<file path="src/sv/pce_pkg.sv">
// Shared types and constants for the configuration bus enumerator.
// Used by pce_res_queue, pci_config_bus_enumerator and the bench; depends on nothing.
package pce_pkg;

    typedef enum logic [1:0] {
        CMD_START = 2'd0,
        CMD_RESP  = 2'd1,
        CMD_READ  = 2'd2,
        CMD_NOP   = 2'd3
    } t_cmd;

    typedef enum logic [2:0] {
        KIND_REQ   = 3'd0,
        KIND_REC   = 3'd1,
        KIND_DONE  = 3'd2,
        KIND_ENTRY = 3'd3,
        KIND_NONE  = 3'd4,
        KIND_UNEXP = 3'd5
    } t_kind;

    typedef enum logic [2:0] {
        PH_SLOT     = 3'd0,
        PH_FN_ID    = 3'd1,
        PH_FN_CLASS = 3'd2,
        PH_FN_HDR   = 3'd3,
        PH_DEV_HDR  = 3'd4,
        PH_MF_ID    = 3'd5
    } t_phase;

    localparam logic [7:0]  OFF_ID        = 8'h00;
    localparam logic [7:0]  OFF_CLASS     = 8'h08;
    localparam logic [7:0]  OFF_HDR       = 8'h0C;
    localparam logic [7:0]  OFF_MASK      = 8'hFC;
    localparam logic [31:0] CFG_ENABLE    = 32'h8000_0000;
    localparam logic [15:0] ABSENT_ID     = 16'hFFFF;
    localparam logic [7:0]  MF_BIT        = 8'h80;
    localparam int          BUS_COUNT     = 256;
    localparam logic [7:0]  LAST_BUS      = 8'(BUS_COUNT - 1);
    localparam logic [4:0]  LAST_DEVICE   = 5'd31;
    localparam logic [2:0]  LAST_FUNCTION = 3'd7;
    localparam int          RES_DEPTH     = 4;

    typedef struct packed {
        logic [7:0]  bus;
        logic [4:0]  dev;
        logic [2:0]  fn;
        logic [15:0] product;
        logic [15:0] vendor;
        logic [31:0] class_rev;
        logic [7:0]  header;
    } t_entry;

    typedef struct packed {
        t_kind       kind;
        logic [31:0] cfg_address;
        t_entry      dev_info;
        logic [7:0]  found_count;
        logic        last;
    } t_result;

    function automatic logic [31:0] make_cfg_addr(input logic [7:0] bus,
                                                  input logic [4:0] dev,
                                                  input logic [2:0] fn,
                                                  input logic [7:0] off);
        logic [7:0] off_m;
        off_m = off & OFF_MASK;
        return CFG_ENABLE | {8'h00, bus, dev, fn, off_m};
    endfunction

endpackage

</file>
<file path="src/sv/pce_res_queue.sv">
// Result queue: takes up to two result words per cycle, hands out one while i_ready is high.
// Depends on pce_pkg for t_result and RES_DEPTH.
module pce_res_queue import pce_pkg::*; (
    input  logic       i_clk,
    input  logic       i_rst_n,
    input  logic [1:0] i_push_n,
    input  t_result    i_push_a,
    input  t_result    i_push_b,
    output logic       o_room,
    output logic       o_valid,
    input  logic       i_ready,
    output t_result    o_data
);

    localparam int PW = $clog2(RES_DEPTH);
    localparam int NW = $clog2(RES_DEPTH + 1);

    t_result         r_q [RES_DEPTH];
    logic [PW-1:0]   r_wr_ptr, n_wr_ptr;
    logic [PW-1:0]   r_rd_ptr, n_rd_ptr;
    logic [NW-1:0]   r_cnt, n_cnt;
    logic            pop;
    logic [PW-1:0]   wr_ptr_b;

    assign o_valid  = (r_cnt != '0);
    assign o_data   = r_q[r_rd_ptr];
    assign o_room   = (r_cnt <= NW'(RES_DEPTH - 2));
    assign pop      = o_valid && i_ready;
    assign wr_ptr_b = r_wr_ptr + PW'(1);

    always_comb begin
        n_wr_ptr = r_wr_ptr + PW'(i_push_n);
        n_rd_ptr = pop ? r_rd_ptr + PW'(1) : r_rd_ptr;
        n_cnt    = r_cnt + NW'(i_push_n) - NW'(pop);
    end

    always_ff @(posedge i_clk) begin
        if (!i_rst_n) begin
            r_wr_ptr <= '0;
            r_rd_ptr <= '0;
            r_cnt    <= '0;
        end else begin
            r_wr_ptr <= n_wr_ptr;
            r_rd_ptr <= n_rd_ptr;
            r_cnt    <= n_cnt;
        end
    end

    always_ff @(posedge i_clk) begin
        if (i_push_n != 2'd0) begin
            r_q[r_wr_ptr] <= i_push_a;
        end
        if (i_push_n == 2'd2) begin
            r_q[wr_ptr_b] <= i_push_b;
        end
    end

endmodule

</file>
<file path="config.mk">
export PLATFORM = sky130hd
export DESIGN_NAME = pce_res_queue
export DESIGN_NICKNAME = d
export VERILOG_FILES = /design/src/sv/pce_pkg.sv /design/src/sv/pce_res_queue.sv
export SDC_FILE = /design/constraint.sdc
export NUM_CORES = 1
export LEC_CHECK = 0
export ABC_AREA = 1
export BUFFER_PORTS_ARGS = -buffer_cell sky130_fd_sc_hd__buf_2
export CORE_UTILIZATION = 59
export CTS_BUF_LIST = sky130_fd_sc_hd__clkbuf_2 sky130_fd_sc_hd__clkbuf_4 sky130_fd_sc_hd__clkbuf_8
export CTS_CLUSTER_DIAMETER = 60
export CTS_CLUSTER_SIZE = 16
export DETAILED_ROUTE_END_ITERATION = 16
export HOLD_SLACK_MARGIN = 0.03
export PLACE_DENSITY = 0.86
export SLEW_MARGIN = 20
export SYNTH_ARGS = -nofsm -noshare
export SYNTH_HDL_FRONTEND = slang
export SYNTH_SLANG_ARGS = --single-unit
</file>
<file path="constraint.sdc">
create_clock -name i_clk -period 15 [get_ports i_clk]
set_input_delay 2.25 -clock i_clk [delete_from_list [all_inputs] [get_ports i_clk]]
set_output_delay 2.25 -clock i_clk [all_outputs]
set_load 0.05 [all_outputs]
</file>
After elaboration in Yosys (flattened, before gate mapping). Memories as Yosys holds them, arrays and structs flattened. A register that Yosys moved wholly into a read port is not among the register bits. Index checks and enable logic that the tools add are counted.

Register bits after elaboration: 7. Latch bits: 0. Memory bits (writable): 528. Memory bits (read-only): 0. Memories: 1.

Memory list: r_q (words 4, width 132, read ports 1, clocked after memory_dff 1, wr ports 2, RTL line pce_res_queue.sv:18) `t_result r_q [RES_DEPTH];`.

$add $sub $neg: 5. Multiply operators: 0. Divide/modulo/power cells: 0. Order comparisons: 1. Eq/ne operators: 1. Shift-type cells: 0. Multiplexer cells: 6. Bitwise logic cells: 0. Reduce and logical (&&, ||, !) cells: 3.

Operator list (number): $add A2 B1 Y2 const B (2); $mux W1 (4); $mux W2 (2); $add A3 B2 Y3 (1); $le A3 B2 Y1 const B (1); $reduce_bool A3 Y1 (1); $sub A3 B1 Y3 (1); $add A2 B2 Y2 (1); $eq A2 B2 Y1 const B (1); $reduce_bool A2 Y1 (1); $logic_and A1 B1 Y1 (1).

Logic depth before layout (Yosys ltp). Gate-level depths: netlist of the first run.

Depth in word-level cells: 4. Gate-level depth with buffers: 10. Gate-level depth less buffers: 10.

Least setup slack after synthesis of the first run. OpenSTA, ideal clock, no wires.

Kind: input port to flip-flop. Start point: input i_push_n[0]. End point: memory r_q[3][0] (netlist name) (enable). Arrival time: 11927 ps. Setup slack: 2257 ps. Cell stages on the path: 2. Path buffers: 0. Cells stage by stage: nor2_1 o31ai_1.

RTL lines: from (decl) (RTL line pce_res_queue.sv:6) `input logic [1:0] i_push_n,`; to (decl) (RTL line pce_res_queue.sv:18).

==> impl_metrics.tcl, run 1 <==
set metrics [dict create \
    rsz0062_at_grt "no" \
    cp.arrival_ns 3.67 \
    cp-end-kind "primary output" \
    finClkSkew_ns 0.0408 \
    grt.overflow.total 0 \
    r2r_cells 4 \
    final_cells 3538 \
    ys_seq_area_frac 0.626 \
    io_buffers 402 \
    via_count 21245 \
    crit_required_ns 12.75 \
    outcome "finished clean" \
    internal_power_mw 2.47 \
    pwr_density_cell_nw_per_um2 147 \
    insertion_delay_ns 0.66 \
    critPathKind "reg2out" \
    cp-start-kind "register" \
    worstPathCellList "inv_4 -> buf_4 -> o21ai_0 -> o22ai_1 -> buf_2" \
    fill_cells 3224 \
    async_flop_share 0 \
    synthTopCellsByArea "edfxtp_1 62%, o21ai_1 8.6%, nand2_1 8.1%" \
    grt_util_all_layers 0.309 \
    drc 0 \
    dpl.hpwl_mm 41.4 \
    antenna_found_initial 25 \
    p_seq_frac 0.449 \
    dp_cells 3452 \
    yosysWarnings 0 \
    wirelength_mm 70.0 \
    hold_violations 0 \
    synth_area_per_cell_sq_um 9.66 \
    die-area_sq_um 44300 \
    finalCriticalPeriod_ns 5.92 \
    ant_nets 0 \
    finalMaxSlewViolations 0 \
    synthFlopType "edfxtp_1" \
    cts_tree "built" \
    die_y_um 210 \
    ys_ff_latch 537 \
    root_buffer "clkbuf_8" \
    leakage_nw 11.8 \
    power.total_mw 4.19 \
    path_delay_family "buffers and inverters" \
    fmax_ghz 0.169 \
    fp-row-count 75 \
    relSlewSlack 0.258 \
    rr_endpoint "r_q[0][63]" \
    cts_num_sinks 537 \
    vias_per_cell 6.00 \
    core-area_sq_um 42400 \
    cts-hold-fix-buffers 0 \
    synth_top_area_frac 0.619 \
    synthCells 2653 \
    hold_depth 2 \
    finalSetupViolCount 0 \
    min_from "r_rd_ptr[0]" \
    synth_edf_count 528 \
    grt_pass1_vias 20350 \
    initial_core_util 0.604 \
    first_iter_violations 2384 \
    p_sw_frac 0.412 \
    die_w_um 210 \
    drive_gt1_frac 0.173 \
    finalWeightedCongestion 0.856 \
    drv_cap 0 \
    wire_per_inst_um 19.8 \
    crit_path_max_incr_delay_ns 0.78 \
    yosysMostFrequentCell "nand2_1" \
    cts_setup_buffers 0 \
    synth_area_sq_um 25600 \
    critPathBufInv 3 \
    cts_resized 0 \
    synthesis.nets 2927 \
    path_clk_slew_ns 0.11 \
    synth_top_cells_by_count "550 x nand2_1, 528 x edfxtp_1, 439 x o21ai_1, 353 x o21ai_0, 274 x nor2_1" \
    combPwrFrac 0.357 \
    grt_max_degree 150 \
    hp-class "reg2reg" \
    slowest_stage "inv_4" \
    nets 3193 \
    min_period_over_period 0.395 \
    htree_levels 2 \
    numCtsBuffers 42 \
    crit_fanout 82 \
    synth.distinct_cells 20 \
    grt_pass1_wl_mm 106 \
    pin_count 403 \
    rr_startpoint "r_wr_ptr[0]" \
    switching_power_mw 1.73 \
    yosysTopAreaCell "edfxtp_1" \
    final.setup.tns_ns 0 \
    r2r_slack_ns 11.63 \
    drt_first_pass_iters 7 \
    holdWs_ns 0.531 \
    p_clk_frac 0.194 \
    areaGrowthSynthToFinish_pct 11.1 \
    cts_buffer_depth 3 \
    ir_worst_vdd_v 0.000108 \
    worstMarginPinSlew_ns 1.11 \
]
-- per-stage QoR --
stage,setup WS (ns),util,instance area [sq um]
after detailed placement,9.44,0.651,27600
after floorplan,2.26,-,25600
final,9.08,0.671,28500
after CTS,8.71,0.670,28400
after global routing,8.89,0.671,28500
after global placement,9.54,0.651,27600
-- state kept, by name (all words and copies together) (netlist names), named ones only --
name / count
r_cnt: 3
r_rd_ptr: 2
r_wr_ptr: 2
r_q: 528
-- per-layer routing --
layer,track usage,part of all wire,vias to the layer above
li1,-,-,9844
met1,0.374,0.36,10045
met2,0.516,0.49,1163
met3,0.0781,0.11,175
met4,0.153,0.036,18
met5,0,0.0016,-
-- logic make-up (layout without fill, tap and decap cells) --
kind of cell | Yosys count | after routing | synth area share
AO/OA/AOI/OAI | 931 | 931 | 0.188
other | 0 | 16 | 0
flip-flops | 537 | 537 | 0.626
adder cells (fa/ha/maj) | 5 | 5 | 0.00273
buffers and inverters | 350 | 642 | 0.0610
AND/OR/NAND/NOR | 830 | 830 | 0.122
-- power groups by stage --
stage | logic (mW) | registers, mW | clock network (mW)
floorplan | 1.11 | 1.90 | 0
global route | 1.58 | 1.89 | 0.867
detailed placement | 1.48 | 1.91 | 0
CTS | 1.49 | 1.88 | 0.818
global placement | 1.44 | 1.91 | 0
finish | 1.50 | 1.88 | 0.815
-- layout make-up --
type	instances	area, sq um	area share
Antenna cell	16	40.0	0.00141
Clock buffer	61	752	0.0264
Clock inverter	9	65.1	0.00228
Inverter	148	563	0.0198
Multi-Input combinational cell	1766	8100	0.285
Sequential cell	537	16000	0.563
Tap cell	577	722	0.0254
Timing Repair Buffer	424	2190	0.0769
-- cell usage in the layout, fill, tap and decap left out, drive strengths merged --
master and n:
nand2 550, nand3 4, ha 4, o31ai 1, or2 1, clkinvlp 4, dfxtp 9, buf 424
nor2 275, clkbuf 61, o22ai 132, fa 1, a21oi 5, a21boi 1, diode 16, clkinv 2
o21ai 792, edfxtp 528, inv 151
-- worst max-delay path by stage --
stage / slack [ns] / cells after the start / startpoint / endpoint
after floorplan: 2.26 / 2 / i_push_n[0] / r_q[3][0]
after global placement: 9.54 / 7 / i_push_n[1] / r_q[0][49]
after detailed placement: 9.44 / 5 / register / o_data[4]
after CTS: 8.71 / 5 / register / o_data[4]
after global routing: 8.89 / 5 / register / o_data[4]
final: 9.08 / 5 / register / o_data[14]
-- worst reg2reg max path, stage by stage (launching register included) --
cell and delay (ns):
dfxtp_1 0.49, nand3_4 0.09, buf_4 0.45, nand2_4 0.92, buf_4 0.94
Note: power is estimated with default switching activity, not from simulation.
==> run 2: changes to the inputs <==
--- a/config.mk
+++ b/config.mk
@@ -5,15 +5,15 @@
 export SDC_FILE = /design/constraint.sdc
 export NUM_CORES = 1
 export LEC_CHECK = 0
-export ABC_AREA = 1
+export ABC_AREA = 0
 export BUFFER_PORTS_ARGS = -buffer_cell sky130_fd_sc_hd__buf_2
-export CORE_UTILIZATION = 59
+export CORE_UTILIZATION = 53
 export CTS_BUF_LIST = sky130_fd_sc_hd__clkbuf_2 sky130_fd_sc_hd__clkbuf_4 sky130_fd_sc_hd__clkbuf_8
 export CTS_CLUSTER_DIAMETER = 60
 export CTS_CLUSTER_SIZE = 16
 export DETAILED_ROUTE_END_ITERATION = 16
 export HOLD_SLACK_MARGIN = 0.03
-export PLACE_DENSITY = 0.86
+export PLACE_DENSITY = 0.81
 export SLEW_MARGIN = 20
 export SYNTH_ARGS = -nofsm -noshare
 export SYNTH_HDL_FRONTEND = slang
==> constraint.sdc (replaced) <==
create_clock -name i_clk -period 5.1 [get_ports i_clk]
set_input_delay 0.765 -clock i_clk [delete_from_list [all_inputs] [get_ports i_clk]]
set_output_delay 0.765 -clock i_clk [all_outputs]
set_load 0.05 [all_outputs]
==> run 2 against run 1 <==
  * Routed wire length down 15%
  * Design area up 3.3%
  * Sequential share of layout area down 1.8 points
  * Synthesized area up 0.64%
  * Clock power rose to 3.2 times the previous value
  * Clock skew down 0.010 ns
  * First-iteration DRC count down 59%
  * Sequential cell count unchanged
  * Via count down 33%
  * Largest power group unchanged
==> impl_metrics.tcl, run 2 <==
set metrics [dict create \
    synth_fa_ha_area_frac 0.00272 \
    io_buffers 402 \
    min_from "i_push_a[58]" \
    finalWeightedCongestion 0.789 \
    cts_setup_buffers 0 \
    worstMarginPinSlew_ns 1.08 \
    drt_first_pass_iters 5 \
    cts_buffer_depth 3 \
    initial_core_util 0.539 \
    wirelength_mm 59.5 \
    ys_seq_area_frac 0.622 \
    antenna_found_initial 26 \
    synthMuxAreaShare 0.347 \
    ys_ff_latch 537 \
    rr_startpoint "r_wr_ptr[1]" \
    synth.distinct_cells 28 \
    ant_nets 0 \
    cts_resized 0 \
    pin_count 403 \
    rsz0062_at_grt "no" \
    yosysWarnings 0 \
    drc 0 \
    hold_violations 0 \
    synthCells 1327 \
    vias_per_cell 6.02 \
    rr_endpoint "r_q[3][78]" \
    root_buffer "clkbuf_8" \
    die-area_sq_um 49600 \
    async_flop_share 0 \
    dpl-instance-area_sq_um 28500 \
    synth_top_cells_by_count "528 x edfxtp_1, 330 x mux2_2, 198 x mux2_1, 132 x mux4_2, 49 x buf_2" \
    hold_depth 2 \
    grt_max_degree 133 \
    cts_tree "built" \
    first_iter_violations 969 \
    synth_top_family_by_area "multiplexers" \
    nets 1981 \
    synthesis.nets 1601 \
    drv_cap 0 \
    crit_required_ns 4.34 \
    hp-class "in2reg" \
    die_y_um 223 \
    grt_pass1_vias 15144 \
    grt_pass1_wl_mm 89.8 \
    final_area_sq_um 29400 \
    finalMaxSlewViolations 0 \
    top_regs "r_q (528), r_cnt (3)" \
    min_period_over_period 0.698 \
    synthFlopType "edfxtp_1" \
    crit_fanout 47 \
    numCtsBuffers 43 \
    dpl.hpwl_mm 36.2 \
    cts_num_sinks 537 \
    cp-start-kind "register" \
    cp.arrival_ns 2.80 \
    cts-hold-fix-buffers 0 \
    yosysTopAreaCell "edfxtp_1" \
    pwr_density_cell_nw_per_um2 414 \
    synthTopCellsByArea "edfxtp_1 61%, mux2_2 14%, mux4_2 12%" \
    yosys.area_share.simple 0.00456 \
    synth_area_sq_um 25800 \
    fin_util 0.615 \
    critPathKind "reg2out" \
    final.setup.tns_ns 0 \
    htree_levels 2 \
    grt_util_all_layers 0.239 \
    largest_reg_flops 528 \
    finClkSkew_ns 0.0305 \
    die_w_um 223 \
    finalSetupViolCount 0 \
    setup_slack_ns 1.54 \
    min_to "r_q[1][58]" \
    finalCriticalPeriod_ns 3.56 \
    outcome "finished clean" \
    areaGrowthSynthToFinish_pct 14.1 \
    synth_edf_count 528 \
    insertion_delay_ns 0.64 \
    path_clk_slew_ns 0.10 \
    synth_area_per_cell_sq_um 19.4 \
    core-area_sq_um 47800 \
    layout_commonest_cell "edfxtp_1" \
    synth-xor-area-share 0.00175 \
    layout_common_cells "528 x edfxtp_1, 402 x buf_2, 330 x mux2_2" \
    cp-end-kind "primary output" \
    synth_top_area_frac 0.615 \
    relSlewSlack 0.283 \
    drive_gt1_frac 0.556 \
    r2r_cells 4 \
    via_count 14230 \
    top_register "r_q" \
    power.total_mw 12.2 \
    yosysMostFrequentCell "edfxtp_1" \
    leakage_nw 10.2 \
    r2r_slack_ns 2.67 \
    fp-row-count 80 \
    dp_cells 2277 \
    wire_per_inst_um 25.2 \
    grt.overflow.total 0 \
    ir_worst_vdd_v 0.000282 \
    final_cells 2363 \
    synth_compound_area_frac 0.00165 \
    holdWs_ns 0.447 \
    fmax_ghz 0.281 \
    dp_slack_ns 2.12 \
]
-- run 2: cell types whose count changed in the layout (fill, tap and decap cells not counted), moves of 198 or more --
cell	delta
nand2_1	-542
o21ai_1	-439
o21ai_0	-353
mux2_2	+330
nor2_1	-274
mux2_1	+198
-- run 2: how the worst max path moves through the flow --
stage | startpoint | endpoint | slack [ns] | cells after the start
after floorplan | i_push_n[1] | r_q[1][0] | -2.03 | 3
after detailed placement | register | o_data[128] | 2.12 | 3
final | register | o_data[106] | 1.54 | 3
after global placement | register | o_data[85] | 2.15 | 3
after global routing | register | o_data[122] | 1.34 | 3
after CTS | register | o_data[128] | 1.42 | 3
-- run 2: worst max-delay path: stages, from the launching register on --
cell and delay, ns:
dfxtp_4 0.86, buf_12 0.41, mux4_2 0.59, buf_2 0.23
-- run 2: final cells by class --
class / instances / area [sq um]
Inverter: 7 / 26.3
Multi-Input combinational cell: 693 / 9300
Clock inverter: 15 / 213
Antenna cell: 17 / 42.5
Fill cell: 3460 / 18400
Tap cell: 615 / 769
Timing Repair Buffer: 425 / 2330
Sequential cell: 537 / 16000
Clock buffer: 54 / 687
-- run 2: report_power, final --
part	internal [mW]	switching, mW
Clock	1.15	1.43
Combinational	1.35	2.62
Sequential	5.42	0.215
-- run 2: logic make-up (layout without fill, tap and decap cells) --
logic type,after synthesis,count (layout)
other,0,17
xor gates and xnor gates,2,2
adders and majority gates,5,5
and+or+nand+nor,16,16
buffers and inverters,97,501
DFF,537,537
AOI/OAI and AO/OA,6,6
muxes,664,664
-- run 2: per-layer routing --
metal	up-vias	track usage	part of all wire
li1	6232	-	-
met1	7364	0.308	0.40
met2	516	0.393	0.49
met3	98	0.0669	0.083
met4	20	0.0721	0.020
met5	-	0	0.0022
